`src/hw/rtl/mcsfh_vtab.sv`:
```
// Small per-client table RAM with valid bits; unwritten entries read as zero.
`default_nettype none

module mcsfh_vtab #(
   parameter int WIDTH = 6,
   parameter int DEPTH = 16,
   parameter int AW    = (DEPTH > 1) ? $clog2(DEPTH) : 1
) (
   input  wire logic             clock,
   input  wire logic             reset,
   input  wire logic             wr_en,
   input  wire logic [AW-1:0]    wr_addr,
   input  wire logic [WIDTH-1:0] wr_data,
   input  wire logic [AW-1:0]    rd_addr,
   output logic      [WIDTH-1:0] rd_data
);

   logic [WIDTH-1:0] store_ff [DEPTH];
   logic [DEPTH-1:0] valid_ff;
   logic [WIDTH-1:0] rd_data_ff;

   // valid bits clear at reset, so the table reads as all zero
   always_ff @(posedge clock) begin
      if (reset) begin
         valid_ff <= '0;
      end else if (wr_en) begin
         valid_ff[wr_addr] <= 1'b1;
      end
   end

   always_ff @(posedge clock) begin
      if (wr_en) begin
         store_ff[wr_addr] <= wr_data;
      end
      rd_data_ff <= valid_ff[rd_addr] ? store_ff[rd_addr] : '0;
   end

   assign rd_data = rd_data_ff;

endmodule

`default_nettype wire
```
`config.mk`:
```
export PLATFORM = sky130hd
export DESIGN_NAME = mcsfh_vtab
export DESIGN_NICKNAME = d
export VERILOG_FILES = /design/src/hw/rtl/mcsfh_vtab.sv
export SDC_FILE = /design/constraint.sdc
export NUM_CORES = 1
export LEC_CHECK = 0
export ABC_AREA = 1
export BUFFER_PORTS_ARGS = -buffer_cell sky130_fd_sc_hd__buf_2
export CORE_MARGIN = 3
export CORE_UTILIZATION = 55
export DETAILED_ROUTE_END_ITERATION = 8
export PLACE_DENSITY = 0.86
export SLEW_MARGIN = 25
export SYNTH_ARGS = -nofsm -noshare
export SYNTH_HDL_FRONTEND = slang
export SYNTH_SLANG_ARGS = --single-unit
export TNS_END_PERCENT = 20
```
`constraint.sdc`:
```
create_clock -name clock -period 1.4 [get_ports clock]
set_clock_uncertainty 0.05 [all_clocks]
set_input_delay 0.21 -clock clock [delete_from_list [all_inputs] [get_ports clock]]
set_output_delay 0.21 -clock clock [all_outputs]
set_load 0.005 [all_outputs]
```
=== Word-level counts from Yosys, hierarchy flattened ===
Memory sizes are Yosys's and may differ from the RTL's. A register that Yosys moved wholly into a read port is not among the register bits.
Index checks and enable logic that the tools add are counted.

* Memory bits (writable): 96
* Register bits after elaboration: 16
* Memories: 1
* Input port bits: 17
* Word-level logic and storage cells: 14

{| class="wikitable"
|+ Memory list
! memory !! depth !! width !! read ports !! clocked after Yosys merged registers in !! wr ports !! RTL line !! source
|-
| store_ff || 16 || 6 || 1 || 1 || 1 || 18 || <nowiki>logic [WIDTH-1:0] store_ff [DEPTH];</nowiki>
|}

* Bitwise gates (word level): 1
* $lt $le $gt $ge: 3
* Reduce and logical (&&, ||, !) cells: 2
* Multiplexer cells: 6

{| class="wikitable"
|+ Operators by type and width
! cell !! number
|-
| 16-bit bitwise OR || 1
|-
| 4-bit by 5-bit less-than comparator with 1-bit output (second input constant) || 2
|-
| 1-bit binary-select mux with 4-bit select || 1
|-
| 1-bit demux with 4-bit select || 1
|-
| 4-bit by 1-bit greater-or-equal comparator with 1-bit output (second input constant) || 1
|-
| 1-bit two-way mux || 4
|-
| 1-bit logical AND || 1
|-
| 1-bit zero test || 1
|}

=== Longest topological paths before layout ===
* Depth in word-level cells: 5
* Depth in mapped cells: 11
* Gate-level depth less buffers: 9

=== Worst setup path after synthesis ===
Ideal clock, no wire load.

* Path type: input port to flip-flop
* From: input wr_en
* To: memory store_ff[10][0] (enable)
* Data required time: 0.993 ns
* Stages on the path: 4
* Data arrival time: 0.898 ns
* Setup slack: 0.095 ns
* Buffers on the path: 0
* Path through: inv_1 -> nor3_1 -> inv_1 -> nor2_1

* Cells in the longest elaborated chain, start to end: 2

{| class="wikitable"
|+ Ends and longest elaborated chain
! element !! RTL line !! source
|-
| start, declared || 11 || <nowiki>input wire logic wr_en,</nowiki>
|-
| 1-bit two-way mux || 32 || <nowiki>if (wr_en) begin</nowiki>
|-
| 1-bit two-way mux (implied by the code) || 33 || <nowiki>store_ff[wr_addr] <= wr_data;</nowiki>
|-
| end, declared || 18 ||
|}

No other way between the ends.

=== Final worst setup path ===
* From: register rd_data_ff[3] (netlist: rd_data[3]) (read register of store_ff)
* To: output rd_data[3]

{| class="wikitable"
|+ RTL lines
! element !! RTL line !! source
|-
| start, declared || 20 || <nowiki>logic [WIDTH-1:0] rd_data_ff;</nowiki>
|-
| end, declared || 15 || <nowiki>output logic [WIDTH-1:0] rd_data</nowiki>
|}

No word-level cell between the ends.

==> PnR_summary.wiki <==
{| class="wikitable"
! Metric !! Value
|-
| Launching point of the worst reg2reg path || store_ff[13][5]
|-
| Share of the yosys chip area belonging to registers || between 60% and 70%
|-
| Period utilization || roughly nine tenths
|-
| Synth Instances || around 540
|-
| Area share of and/or/nand/nor cells after synthesis || a little under a quarter
|-
| Number of nets with antenna violations after routing || 0
|-
| Pins over their slew limit || 0
|-
| Rows || 34
|-
| Met3 Usage GRT || between 5 and 6%
|-
| Total congestion overflow || 0
|-
| Data required time at the worst endpoint || approximately 1.1 ns
|-
| Total Negative Setup Slacks || 0 ns
|-
| Crit path DAT || between 1 and 1.5 ns
|-
| Top-area cell type share of the netlist area || a little under three fifths
|-
| WS Path Type || reg -> out
|-
| Worst-case headroom to the max-slew limit || roughly three quarters
|-
| Number of cells in the design after placement || around 670
|-
| Insertion delay of the later-clocked pin in the worst-skew pair || about 0.52 ns
|-
| Worst Tran Pin Value || ~0.39 ns
|-
| Leak pwr || 2.76 nW
|-
| Initial core utilization || a little under three fifths
|-
| Port buffer count || 22
|-
| Final-stage net count || ~600
|-
| Cell types occupying the most area after synthesis || sky130_fd_sc_hd__edfxtp_1 (57%), sky130_fd_sc_hd__nand2_1 (11%), sky130_fd_sc_hd__dfxtp_1 (8.7%)
|-
| Nature of the critical path endpoint || primary output
|-
| Dominant register cell in the synthesized netlist || sky130_fd_sc_hd__edfxtp_1
|-
| Wire length of the first global-routing pass || 18800 um
|-
| Count of different cell masters after synthesis || 16
|-
| Kind of launch point of the worst setup path || flip-flop
|-
| Number of synthesized register bits || 118
|-
| Synth Area in Adders || 0%
|-
| Largest area contributor in the synthesized netlist || sky130_fd_sc_hd__edfxtp_1
|-
| Pin count of the biggest net entering global routing || 40
|-
| Commonest cells in the synthesized netlist || sky130_fd_sc_hd__nand2_1 (154), sky130_fd_sc_hd__inv_1 (104), sky130_fd_sc_hd__edfxtp_1 (96)
|-
| Number of iterations in the first detailed-routing pass || 7
|-
| Most frequent cell after synthesis || sky130_fd_sc_hd__nand2_1
|-
| Syn_area_per_cell || around 9.5 um^2
|-
| Syn nets || ~550
|-
| Die footprint || around 10000 um^2
|-
| Clock sink total || around 120
|-
| H-tree levels || 4
|-
| Hold-fix buffers at CTS || 2
|-
| Hold endpoint || valid_ff[8]
|-
| RSZ-0062 raised after global routing || false
|-
| Critical-path maximum fanout || 1
|-
| Slowest CP cell || sky130_fd_sc_hd__dfxtp_1
|-
| Timing-limited maximum frequency || a little under 800 MHz
|-
| Worst hold path depth || 4
|-
| Count of inserted antenna diode cells || 0
|-
| Via count || ~3800
|-
| Share of cell area taken by muxes after synthesis || 0%
|-
| CTS buffer count || 17
|-
| Hold path startpoint || wr_addr[0]
|-
| Maximum Capacitance Violations || 0
|-
| Share of the synthesized area in compound gates (AO/OA/AOI/OAI) || 0.492%
|-
| Delay of the slowest cell on the worst path || 0.36 ns
|-
| Post-detailed-placement half-perimeter wirelength || roughly 7500 um
|-
| DRC errors left || 0
|-
| Area of the placeable core || roughly 8800 um^2
|-
| Fraction of layout instances using a drive strength above 1 || 14.0%
|-
| Total routing resource utilization after global routing || 24.9%
|-
| Number of global-route vias before repair || 3757
|-
| Number of antenna violations at the first check in global routing || 0
|-
| Class of the worst hold path || in -> reg
|-
| Area grow syn2layout || 19.2%
|-
| Family of cells with the greatest summed delay on the critical path || flip-flops
|-
| Maximum buffer depth of the clock tree || 2
|-
| Xor-xnor portion of the synthesized cell area || 0%
|-
| Buf/Inv on CP || 1
|-
| EDFF count, synth || 96
|-
| Clock tree from TritonCTS || yes
|-
| Worst supply voltage drop on vdd || a little under 1000 uV
|-
| Fin cells || ~700
|-
| Average detailed-routed wire length per instance || ~17 um
|-
| Final Routed Wirelength || about 12000 um
|-
| Run status || complete, no violations
|-
| Boundary Pins || 23
|-
| Met1 capacity usage during global routing || 31.7%
|-
| Post-synthesis async set-or-reset flop share || 0%
|-
| Power Dens Cells || 1440 nW/um^2
|-
| Setup slack on the worst flop-to-flop path || 0.24 ns
|-
| Final Hold Fails || 0
|-
| Clk Tree Root Cell || sky130_fd_sc_hd__clkbuf_8
|-
| Detail-routed via count per cell || ~5.4
|-
| Die Span Y || approximately 100 um
|-
| Logic depth of the worst register-to-register path || 8
|-
| Main combinational cell family by area after synthesis || simple AND/OR/NAND/NOR gates
|-
| Placer's final routability congestion estimate || 0.921
|-
| Synthesized cell area || 5080 um^2
|-
| Critical path cell sequence || buf_2
|-
| Die width || ~100 um
|-
| Clk pin slew, worst setup/hold paths || approximately 0.06 ns
|-
| Capture instance of the worst register-to-register path || rd_data[5]
|-
| GR Util met2 || between 40% and 50%
|-
| Min cycle time layout || 1.27 ns
|-
| Number of buffers added for setup after CTS || 0
|-
| Total setup violations reported at the end of the flow || 0
|-
| DR iter-0 viols || about 400
|-
| Warnings, synthesis || 0
|-
| Highest-utilization routing layer at the global route stage || met2
|-
| Cells resized by post-CTS repair || 0
|}
==> metrics by stage <==
stage | worst slack (ns) | hold WS, ns | cell area (um^2) | utilization, % | total power, mW
after global placement | 0.0353 | 0.398 | 5450 | 61.6 | 4.48
after floorplan | 0.0951 | 0.259 | 5080 | - | 4.29
after global routing | 0.0904 | 0.0325 | 6060 | 68.5 | 8.95
after detailed placement | 0.0118 | 0.402 | 5450 | 61.6 | 4.50
after CTS | 0.129 | 0.00928 | 6060 | 68.5 | 8.73
final | 0.129 | 0.0202 | 6060 | 68.5 | 8.71
==> how the worst max path moves through the flow <==
stage                          start               to  slack (ns)  cells past startpoint
final                     rd_data[3]       rd_data[3]        0.13                      1
after CTS                 rd_data[3]       rd_data[3]        0.13                      1
after floorplan                wr_en  store_ff[10][0]         0.1                      4
after detailed placement       wr_en  store_ff[10][2]        0.01                      6
after global placement         wr_en  store_ff[11][2]        0.04                      6
after global routing      wr_addr[1]  store_ff[12][0]        0.09                      6
==> cells in the final DEF (no fill, tap or decap), drive strengths merged <==
cell type	netlist	final
nor2	44	44
edfxtp	96	96
nor3	2	2
clkbuf	3	22
dlygate4sd3	0	2
clkinvlp	0	1
dfxtp	22	22
nand2	155	155
o21ai	1	1
inv	106	106
nand3	84	84
a21oi	4	4
buf	20	52
bufinv	0	3
clkinv	0	6
==> sequential cells by signal, indices dropped and copies added, names as in the netlist <==
register and count:
valid_ff 16, rd_data 6, store_ff 96
==> cell families (layout without fill, tap and decap cells) <==
logic type,count (synthesis),after routing
AO/OA/AOI/OAI,5,5
buffers and inverters,129,192
AND/OR/NAND/NOR,285,285
flip-flops,118,118
==> cell type report <==
class / instances / area, um^2
clock inverters: 10 / 126
well taps: 108 / 135
fillers: 610 / 2790
flip-flops and latches: 118 / 3320
inverters: 106 / 400
repair buffers: 54 / 405
multi-input cells: 290 / 1200
clock buffers: 22 / 463
==> layer usage <==
metal | share of wire, % | up-vias
met1 | 38 | 1783
met5 | 0 | -
met2 | 51 | 204
met4 | 2.6 | 0
li1 | - | 1789
met3 | 8.1 | 33
==> where the power goes <==
| group | leakage (nW) | total [mW] | switching [mW] | internal [mW] |
|---|---|---|---|---|
| clock network | 0.292 | 4.26 | 1.43 | 2.83 |
| registers | 1.05 | 3.90 | 0.0232 | 3.88 |
| logic | 1.42 | 0.552 | 0.368 | 0.184 |
| total | 2.76 | 8.71 | 1.82 | 6.89 |
Power figures use the tool's default switching activity.
