$ cat src/hw/rtl/mcsfh_ram.sv
// Simple dual-port synchronous RAM, one write and one registered read port.
`default_nettype none

module mcsfh_ram #(
   parameter int WIDTH = 8,
   parameter int DEPTH = 64,
   parameter int AW    = (DEPTH > 1) ? $clog2(DEPTH) : 1
) (
   input  wire logic             clock,
   input  wire logic             wr_en,
   input  wire logic [AW-1:0]    wr_addr,
   input  wire logic [WIDTH-1:0] wr_data,
   input  wire logic [AW-1:0]    rd_addr,
   output logic      [WIDTH-1:0] rd_data
);

   logic [WIDTH-1:0] store_ff [DEPTH];
   logic [WIDTH-1:0] rd_data_ff;

   always_ff @(posedge clock) begin
      if (wr_en) begin
         store_ff[wr_addr] <= wr_data;
      end
      rd_data_ff <= store_ff[rd_addr];
   end

   assign rd_data = rd_data_ff;

endmodule

`default_nettype wire

$ cat config.mk
export PLATFORM = sky130hd
export DESIGN_NAME = mcsfh_ram
export DESIGN_NICKNAME = d
export VERILOG_FILES = /design/src/hw/rtl/mcsfh_ram.sv
export SDC_FILE = /design/constraint.sdc
export NUM_CORES = 1
export LEC_CHECK = 0
export CAP_MARGIN = 15
export CORE_AREA = 10 10 195 289
export CTS_BUF_LIST = sky130_fd_sc_hd__clkbuf_4 sky130_fd_sc_hd__clkbuf_8
export DETAILED_ROUTE_END_ITERATION = 12
export DIE_AREA = 0 0 205 299
export DONT_BUFFER_PORTS = 1
export MAX_ROUTING_LAYER = met4
export PLACE_DENSITY = 0.63
export RECOVER_POWER = 100
export SETUP_SLACK_MARGIN = 0.05
export SLEW_MARGIN = 40
export SYNTH_ARGS = -nofsm -noshare
export SYNTH_HDL_FRONTEND = slang
export SYNTH_SLANG_ARGS = --single-unit
$ cat constraint.sdc
create_clock -name clock -period 2.3 [get_ports clock]
set_input_delay 0.345 -clock clock [delete_from_list [all_inputs] [get_ports clock]]
set_output_delay 0.345 -clock clock [all_outputs]
set_load 0.1 [all_outputs]
# After elaboration in Yosys (flattened, before gate mapping)
# Memories as Yosys holds them, arrays and structs flattened. A register that Yosys moved wholly into a read port is not among the register bits.
# Index checks and enable logic that the tools add are counted.
# op_classes
muxes,2
# ops
cell,count
2-to-1 mux 1 bit,2
# totals
regBits,0
ramBits,512
inputBits,22
output_inout_bits,8
word_cells,3
memories,1
# mem_list
memory,depth,width,rd,rd_clocked_by_memory_dff,write_ports,line,rtl
store_ff,64,8,1,1,1,17,logic [WIDTH-1:0] store_ff [DEPTH];

# Longest topological paths before layout
# Gate-level depths: netlist of run 1.
# logic_depth
depth_word,2
ltp_mapped,9
mapped_depth_nobuf,5

# Worst setup path after synthesis of run 1
# No wires, ideal clock.
# synth_path
path_type,input port to flip-flop
start,input rd_addr[1]
end,"register rd_data_ff[3] (netlist: rd_data[3]), read port of store_ff"
setup_ps,128
t_arrival_ps,1885
required_time_ps,2172
slack_ps,287
stages,7
path_buffers,3
cell_sequence,buf_4 buf_2 buf_2 mux4_2 mux4_2 o21ai_1 o41ai_1
# synth_lines
element,line,rtl
from (decl),13,"input wire logic [AW-1:0] rd_addr,"
to (decl),18,logic [WIDTH-1:0] rd_data_ff;

==> results of run 1 <==
[layout by cell type (no fill, tap or decap), drive strengths merged, types with 4 or more instances in the layout]
cell	instances
dfxtp	8
clkinv	16
a211oi	4
mux4	126
o221ai	8
mux2i	23
dlygate4sd3	4
buf	7
o21ai	4
bufinv	7
nor3	7
nor2b	14
o22ai	8
edfxtp	512
nand3	13
clkinvlp	4
clkbuf	189
a221oi	6
nor2	83
mux2	13
nand2b	7
nand2	19
[cell type report]
type / count / area share [%]
sequential: 520 / 68.5
multi-input combinational: 369 / 19.1
clock buffer: 101 / 5.41
tap: 676 / 3.73
timing repair buffer: 99 / 1.94
clock inverter: 28 / 1.39
antenna: 1 / 0.0110
[tightest hold or removal path, stage by stage]
cell and delay (ps):
o2111ai_1 60, nand2_1 110, o2bb2ai_1 140
[power by group]
part	internal (W)	total, W	switching (W)	leakage, nW
registers	0.0105	0.0105	0.0000361	4.67
clock network	0.00424	0.00758	0.00334	0.800
logic	0.000339	0.000878	0.000539	1.48
[cell families after synthesis]
| family | after synthesis | share of synthesized area (%) |
|---|---|---|
| AND/OR/NAND/NOR | 153 | 3.39 |
| AO/OA/AOI/OAI | 54 | 2.07 |
| flip-flops | 520 | 77.0 |
| buffers and inverters | 51 | 1.57 |
| multiplexers | 162 | 15.9 |
[routing by layer]
metal,wire length [um],share of wire (%)
met1,16700,36
met2,24800,54
met3,2940,6.4
met4,1590,3.5
met5,0,0
[what timing repair did]
item | CTS | global route
hold buffers | 12 | 0
endpoints found under the hold margin | 520 | 0
gates resized for setup | 0 | 0
[worst min-delay path by stage]
stage	from	to	slack, ps	cells after the start
finish	rd_addr[4]	rd_data[2]	60	3
global route	rd_addr[4]	rd_data[4]	30	3
CTS	rd_addr[3]	rd_data[7]	9	3
detailed placement	wr_data[2]	store_ff[46][2]	450	0
global placement	wr_data[0]	store_ff[44][0]	450	0
floorplan	wr_data[0]	store_ff[0][0]	440	0
[synth_stat cells, types with 4 or more instances]
cell type	instances
nor3_1	7
a211oi_1	4
nand2b_1	7
a221oi_1	6
dfxtp_1	8
nand2_1	19
mux2_2	13
buf_4	13
mux2i_1	23
buf_6	4
o22ai_1	8
o221ai_1	8
mux4_2	126
clkbuf_1	17
buf_1	4
buf_2	11
edfxtp_1	512
nor2_1	83
nor2b_1	14
nand3_1	13
[registers in the layout, indices dropped and copies added (netlist names)]
signal    count
store_ff    512
rd_data       8
[per-stage QoR]
step           utilization [%]  total power, W
2_1_floorplan                -          0.0114
3_3_place_gp              41.7          0.0115
3_5_place_dp              41.7          0.0115
4_1_cts                   45.3          0.0192
5_1_grt                   44.3          0.0196
6_report                  44.3          0.0190
==> impl_table.tex, run 1 <==
\begin{tabular}{lr}
\hline
Metric & Value \\
\hline
\multicolumn{2}{l}{\textbf{Global route}} \\
\quad Pin count of the biggest net entering global routing & 138 \\
\quad Met3 demand-to-capacity share in global routing & 3.17\% \\
\quad Overall track demand over capacity in global routing & 15.6\% \\
\quad Via count of the first global-routing pass & 10300 \\
\quad Global-route met2 utilization & 26.9\% \\
\quad First-pass GRT wire length & 67900 um \\
\quad GR met1 Demand/Resource & 17.2\% \\
\quad Number of antenna violations at the first check in global routing & 1 \\
\quad Grt peak-use layer & met2 \\
\quad Total overflow reported by the global router & 0 \\
\multicolumn{2}{l}{\textbf{Die}} \\
\quad Starting density of the core & 39.4\% \\
\quad DIE WIDTH & 205 um \\
\quad Area of the core & 51200 um2 \\
\quad Die area & 61300 um2 \\
\quad Ports & 30 \\
\quad Number of cell rows & 102 \\
\quad Floorplan die height & 299 um \\
\multicolumn{2}{l}{\textbf{Route}} \\
\quad Initial detailed-routing violation count & 636 \\
\quad TritonRoute pass-1 iters & 6 \\
\quad Avg WL per Cell & 25.6 um \\
\quad Detailed-route via count & 9736 \\
\quad Final antenna-violating net count & 0 \\
\quad DR DRC count & 0 \\
\quad Ratio of routed vias to standard cells & 5.43 \\
\quad Drt total wl & 46000 um \\
\multicolumn{2}{l}{\textbf{Worst setup path}} \\
\quad Gate family responsible for the most delay along the worst path & multiplexers \\
\quad Delay of the slowest cell on the worst path & 560 ps \\
\quad Destination of the worst register-to-register timing path & rd\_data[7] \\
\quad Slack of the worst reg-to-reg path & 240 ps \\
\quad Maximum fanout count along the critical path & 1 \\
\quad Critical Path Most Common Cell & mux4\_2 \\
\quad Cell type of the slowest stage on the worst timing path & mux4\_2 \\
\quad Critical Path Source & store\_ff[55][7] \\
\quad Count of cell instances traversed by the critical path & 4 \\
\quad Critical path class & register to register \\
\quad Depth of the worst register-to-register path & 4 \\
\quad Critical path launch point type & register \\
\quad Required time at the endpoint of the critical path & 2790 ps \\
\quad CP Data Arrival Time & 2550 ps \\
\quad Element type at the critical path end & register \\
\quad Capturing instance or port of the critical path & rd\_data[7] \\
\quad FF-to-FF Start & store\_ff[55][7] \\
\quad Worst-path cell chain & mux4\_2 -> mux4\_2 -> o21ai\_0 -> nand2\_1 \\
\quad Worst path buffer plus inverter count & 0 \\
\multicolumn{2}{l}{\textbf{Placed design}} \\
\quad Place WS & 87.3 ps \\
\quad Port bufs & 0 \\
\quad Half-perimeter wire length of the detailed placement result & 26800 um \\
\quad Placed Instance Area & 21400 um2 \\
\quad Gp weighted congestion & 0.766 \\
\quad Placed cells & 1652 \\
\multicolumn{2}{l}{\textbf{Layout}} \\
\quad Area growth from synthesis to layout & 12.5\% \\
\quad Net total in the final layout & 1083 \\
\quad Filler instances & 4345 \\
\quad Finished layout cell area & 22700 um2 \\
\quad Fraction of layout cells with a size suffix above 1 & 25.4\% \\
\quad Sequential cell area & 15500 um2 \\
\quad Number of cells in the finished layout apart from fillers & 1794 \\
\quad Multi-input combinational cell area & 4330 um2 \\
\multicolumn{2}{l}{\textbf{Yosys}} \\
\quad Post-synth ARST share & 0\% \\
\quad Synth Flop Type & edfxtp\_1 \\
\quad Number of flops mapped to enable cells by yosys & 512 \\
\quad Sequential area share after synthesis & 77.0\% \\
\quad Cell types with the largest area share after synthesis & edfxtp\_1 76\%, mux4\_2 14\%, nor2\_1 1.5\%, mux2i\_1 1.1\%, dfxtp\_1 0.79\% \\
\quad Synth top area share & 76.2\% \\
\quad Post-synthesis instance area & 20200 um2 \\
\quad Post-synthesis cell type with the largest combined area & edfxtp\_1 \\
\quad Number of nets produced by synthesis & 962 \\
\quad Post-synth cell types & 40 \\
\quad Count of yosys warnings during synthesis & 0 \\
\quad Average footprint of a synthesized cell & 21.5 um2 \\
\quad Synth Register Bits & 520 \\
\quad Count of mapped cells out of synthesis & 940 \\
\multicolumn{2}{l}{\textbf{Clocking}} \\
\quad Post CTS Setup Buffer Count & 0 \\
\quad CTS Sinks & 520 \\
\quad Clk Tree Root Cell & clkbuf\_8 \\
\quad CTS H-Tree Depth & 3 \\
\quad CTS tree & done \\
\quad Max Buffers Root-to-Sink & 3 \\
\quad Clock-pin slew on the worst setup and hold paths & 70 ps \\
\quad Number of CTS-inserted buffers & 71 \\
\quad Later-pin clock latency in the skew report & 630 ps \\
\multicolumn{2}{l}{\textbf{STA}} \\
\quad Tightest Pin Transition & 1400 ps \\
\quad Worst slew slack as a fraction of its limit & 6.88\% \\
\quad Slew Limit Fails & 0 \\
\quad Post-route setup TNS & 0 ps \\
\quad Setup slack after layout & 244 ps \\
\quad Worst clock skew & 20.7 ps \\
\quad Post-route clock period utilization & 89.4\% \\
\quad Setup repair after global routing missed its margin & no \\
\quad WHS & 60.3 ps \\
\quad Final count of hold timing violations & 0 \\
\quad Final count of negative-setup-slack endpoints & 0 \\
\quad Max Clk Rate & 486 MHz \\
\quad Shortest clock period the worst path allows after layout & 2060 ps \\
\multicolumn{2}{l}{\textbf{Status}} \\
\quad Run status & complete, no violations \\
\multicolumn{2}{l}{\textbf{Power}} \\
\quad Maximum resistive drop on vdd & 0.000636 V \\
\quad Leak & 6.95 nW \\
\quad Power per cell area & 837 nW/um2 \\
\multicolumn{2}{l}{\textbf{Job}} \\
\quad \# Max-Cap Violations & 0 \\
\multicolumn{2}{l}{\textbf{Worst hold path}} \\
\quad Min-Delay Path Class & input pin to register \\
\hline
\end{tabular}
Note: power is estimated with default switching activity, not from simulation.
==> run 2, diff against run 1 <==
--- a/config.mk
+++ b/config.mk
@@ -12,7 +12,6 @@
 export DIE_AREA = 0 0 205 299
 export DONT_BUFFER_PORTS = 1
 export MAX_ROUTING_LAYER = met4
-export PLACE_DENSITY = 0.63
 export RECOVER_POWER = 100
 export SETUP_SLACK_MARGIN = 0.05
 export SLEW_MARGIN = 40
==> run 2 against run 1 <==
  * Clock skew up 3.3 ps
  * Largest cell class unchanged
  * Via count decreased by 0.33%
  * Utilization fell by 0.13 points
  * Critical path type unchanged
  * Maximum frequency up 0.50%
  * Power shrank 1.6%
  * Register-to-register slack barely moved
  * Design area fell by 0.29%
  * Global-route usage barely moved
==> impl_table.tex, run 2 (synthesis results as in run 1) <==
\begin{tabular}{lr}
\hline
Metric & Value \\
\hline
\multicolumn{2}{l}{\textbf{Die}} \\
\quad Ports & 30 \\
\quad Starting density of the core & 39.4\% \\
\quad Number of cell rows & 102 \\
\quad DIE WIDTH & 205 um \\
\quad Die area & 61300 um2 \\
\quad Floorplan die height & 299 um \\
\quad Area of the core & 51200 um2 \\
\multicolumn{2}{l}{\textbf{Power}} \\
\quad Net Sw Power & 0.00394 W \\
\quad Internal power & 0.0148 W \\
\quad Maximum resistive drop on vdd & 0.000375 V \\
\quad Comb pwr share & 4.6\% \\
\quad Reg power frac & 56.3\% \\
\quad Total design power & 0.0187 W \\
\quad Share of total power in the clock network & 39.1\% \\
\quad Switch share & 21.1\% \\
\quad Leak & 6.93 nW \\
\quad Power per cell area & 826 nW/um2 \\
\multicolumn{2}{l}{\textbf{STA}} \\
\quad Post-route setup TNS & 0 ps \\
\quad Shortest clock period the worst path allows after layout & 2050 ps \\
\quad Post-route clock period utilization & 89.0\% \\
\quad Final count of negative-setup-slack endpoints & 0 \\
\quad Setup slack after layout & 254 ps \\
\quad Max Clk Rate & 489 MHz \\
\quad Slew Limit Fails & 0 \\
\quad Final count of hold timing violations & 0 \\
\quad Worst clock skew & 24.0 ps \\
\quad Setup repair after global routing missed its margin & no \\
\quad Worst slew slack as a fraction of its limit & 5.77\% \\
\quad Tightest Pin Transition & 1410 ps \\
\multicolumn{2}{l}{\textbf{Layout}} \\
\quad Area growth from synthesis to layout & 12.2\% \\
\quad Largest register FFs & 512 \\
\quad Commonest non-fill, non-tap cell in the layout & edfxtp\_1 \\
\quad Fraction of layout cells with a size suffix above 1 & 24.6\% \\
\quad Net total in the final layout & 1090 \\
\quad Commonest non-fill, non-tap cells in the layout & 512 x edfxtp\_1, 126 x mux4\_2, 83 x nor2\_1, 83 x clkbuf\_8, 79 x clkbuf\_1 \\
\quad Filler instances & 4419 \\
\quad Largest register by flop count & store\_ff \\
\multicolumn{2}{l}{\textbf{Clocking}} \\
\quad Later-pin clock latency in the skew report & 620 ps \\
\quad Number of CTS-inserted buffers & 76 \\
\quad Max Buffers Root-to-Sink & 3 \\
\quad CTS tree & done \\
\quad Post CTS Setup Buffer Count & 0 \\
\quad Clk Tree Root Cell & clkbuf\_8 \\
\quad Clock-pin slew on the worst setup and hold paths & 70 ps \\
\quad CTS H-Tree Depth & 3 \\
\quad CTS Sinks & 520 \\
\multicolumn{2}{l}{\textbf{Global route}} \\
\quad Number of antenna violations at the first check in global routing & 1 \\
\quad Pin count of the biggest net entering global routing & 138 \\
\quad Overall track demand over capacity in global routing & 15.6\% \\
\quad Via count of the first global-routing pass & 10300 \\
\quad First-pass GRT wire length & 68100 um \\
\quad Total overflow reported by the global router & 0 \\
\multicolumn{2}{l}{\textbf{Route}} \\
\quad Detailed-route via count & 9704 \\
\quad Final antenna-violating net count & 0 \\
\quad Avg WL per Cell & 25.5 um \\
\quad DR DRC count & 0 \\
\quad TritonRoute pass-1 iters & 5 \\
\quad Initial detailed-routing violation count & 778 \\
\quad Ratio of routed vias to standard cells & 5.38 \\
\quad Drt total wl & 46000 um \\
\multicolumn{2}{l}{\textbf{Placed design}} \\
\quad Port bufs & 0 \\
\quad Gp weighted congestion & 0.790 \\
\quad Half-perimeter wire length of the detailed placement result & 27000 um \\
\quad Place WS & 160 ps \\
\multicolumn{2}{l}{\textbf{Status}} \\
\quad Run status & complete, no violations \\
\multicolumn{2}{l}{\textbf{Worst setup path}} \\
\quad Worst-path cell chain & mux4\_2 -> mux2\_2 -> o221a\_2 -> nor3\_1 -> o32ai\_1 \\
\quad Slack of the worst reg-to-reg path & 250 ps \\
\quad Cell type of the slowest stage on the worst timing path & mux4\_2 \\
\quad CP Data Arrival Time & 2510 ps \\
\quad Critical path launch point type & register \\
\quad Element type at the critical path end & register \\
\quad Required time at the endpoint of the critical path & 2770 ps \\
\quad Delay of the slowest cell on the worst path & 460 ps \\
\quad Maximum fanout count along the critical path & 1 \\
\quad Critical path class & register to register \\
\multicolumn{2}{l}{\textbf{Worst hold path}} \\
\quad Min-Delay Path Class & input pin to register \\
\multicolumn{2}{l}{\textbf{Job}} \\
\quad \# Max-Cap Violations & 0 \\
\hline
\end{tabular}
-- run 2: cell count changes in the layout (fill, tap and decap cells not counted), moves of 3 or more --
cell,delta
clkinvlp_4,-3
clkinv_1,+8
clkbuf_1,+7
clkbuf_8,+8
bufinv_16,-5
buf_4,-3
-- run 2: stage by stage --
step	util (%)	hold slack (ps)	instances	area, um2
6_report	44.2	38.4	1803	22600
3_5_place_dp	41.8	452	1655	21400
3_3_place_gp	41.8	450	1655	21400
4_1_cts	45.2	0.332	1802	23100
5_1_grt	44.2	49.8	1803	22600
2_1_floorplan	-	444	940	20200
-- run 2: critical path, delay by kind of cell (launching register included) --
kind	cells	cell delay, ps
AOI/OAI and AO/OA	2	440
DFF	1	370
muxes	2	730
and+or+nand+nor	1	350
-- run 2: cell type report --
type,instances,area (um2),area share (%)
Timing Repair Buffer,101,429,1.90
Sequential cell,520,15500,68.7
Multi-Input combinational cell,369,4320,19.1
Clock buffer,107,1320,5.84
Antenna cell,1,2.50,0.0111
Tap cell,676,846,3.74
Clock inverter,29,178,0.785
-- run 2: power groups by stage --
stage	Combinational, W	Sequential, W	Clock (W)
after floorplan	0.000559	0.0108	0
final	0.000859	0.0105	0.00731
after global routing	0.000909	0.0105	0.00795
after global placement	0.000723	0.0107	0
after CTS	0.000932	0.0105	0.00753
after detailed placement	0.000730	0.0107	0
-- run 2: path summary, 6_finish.rpt --
check | start | endpoint | depth (start not counted)
worst max-delay path | store_ff[21][6] | rd_data[6] | 5
worst min-delay path | rd_addr[5] | rd_data[7] | 4
worst max register to register | store_ff[21][6] | rd_data[6] | 5
worst min register to register | store_ff[26][4] | rd_data[4] | 3
-- run 2: layer usage --
metal / up-vias / wire, um / track usage (%)
li1: 4196 / - / -
met2: 301 / 24900 / 26.8
met1: 5111 / 16900 / 17.5
met5: - / 0 / -
met4: 0 / 1590 / 6.21
met3: 96 / 2570 / 2.99
-- run 2: what timing repair did --
item	CTS	global route
hold buffers	11	0
gates resized for setup	0	0
endpoints found under the hold margin	520	0
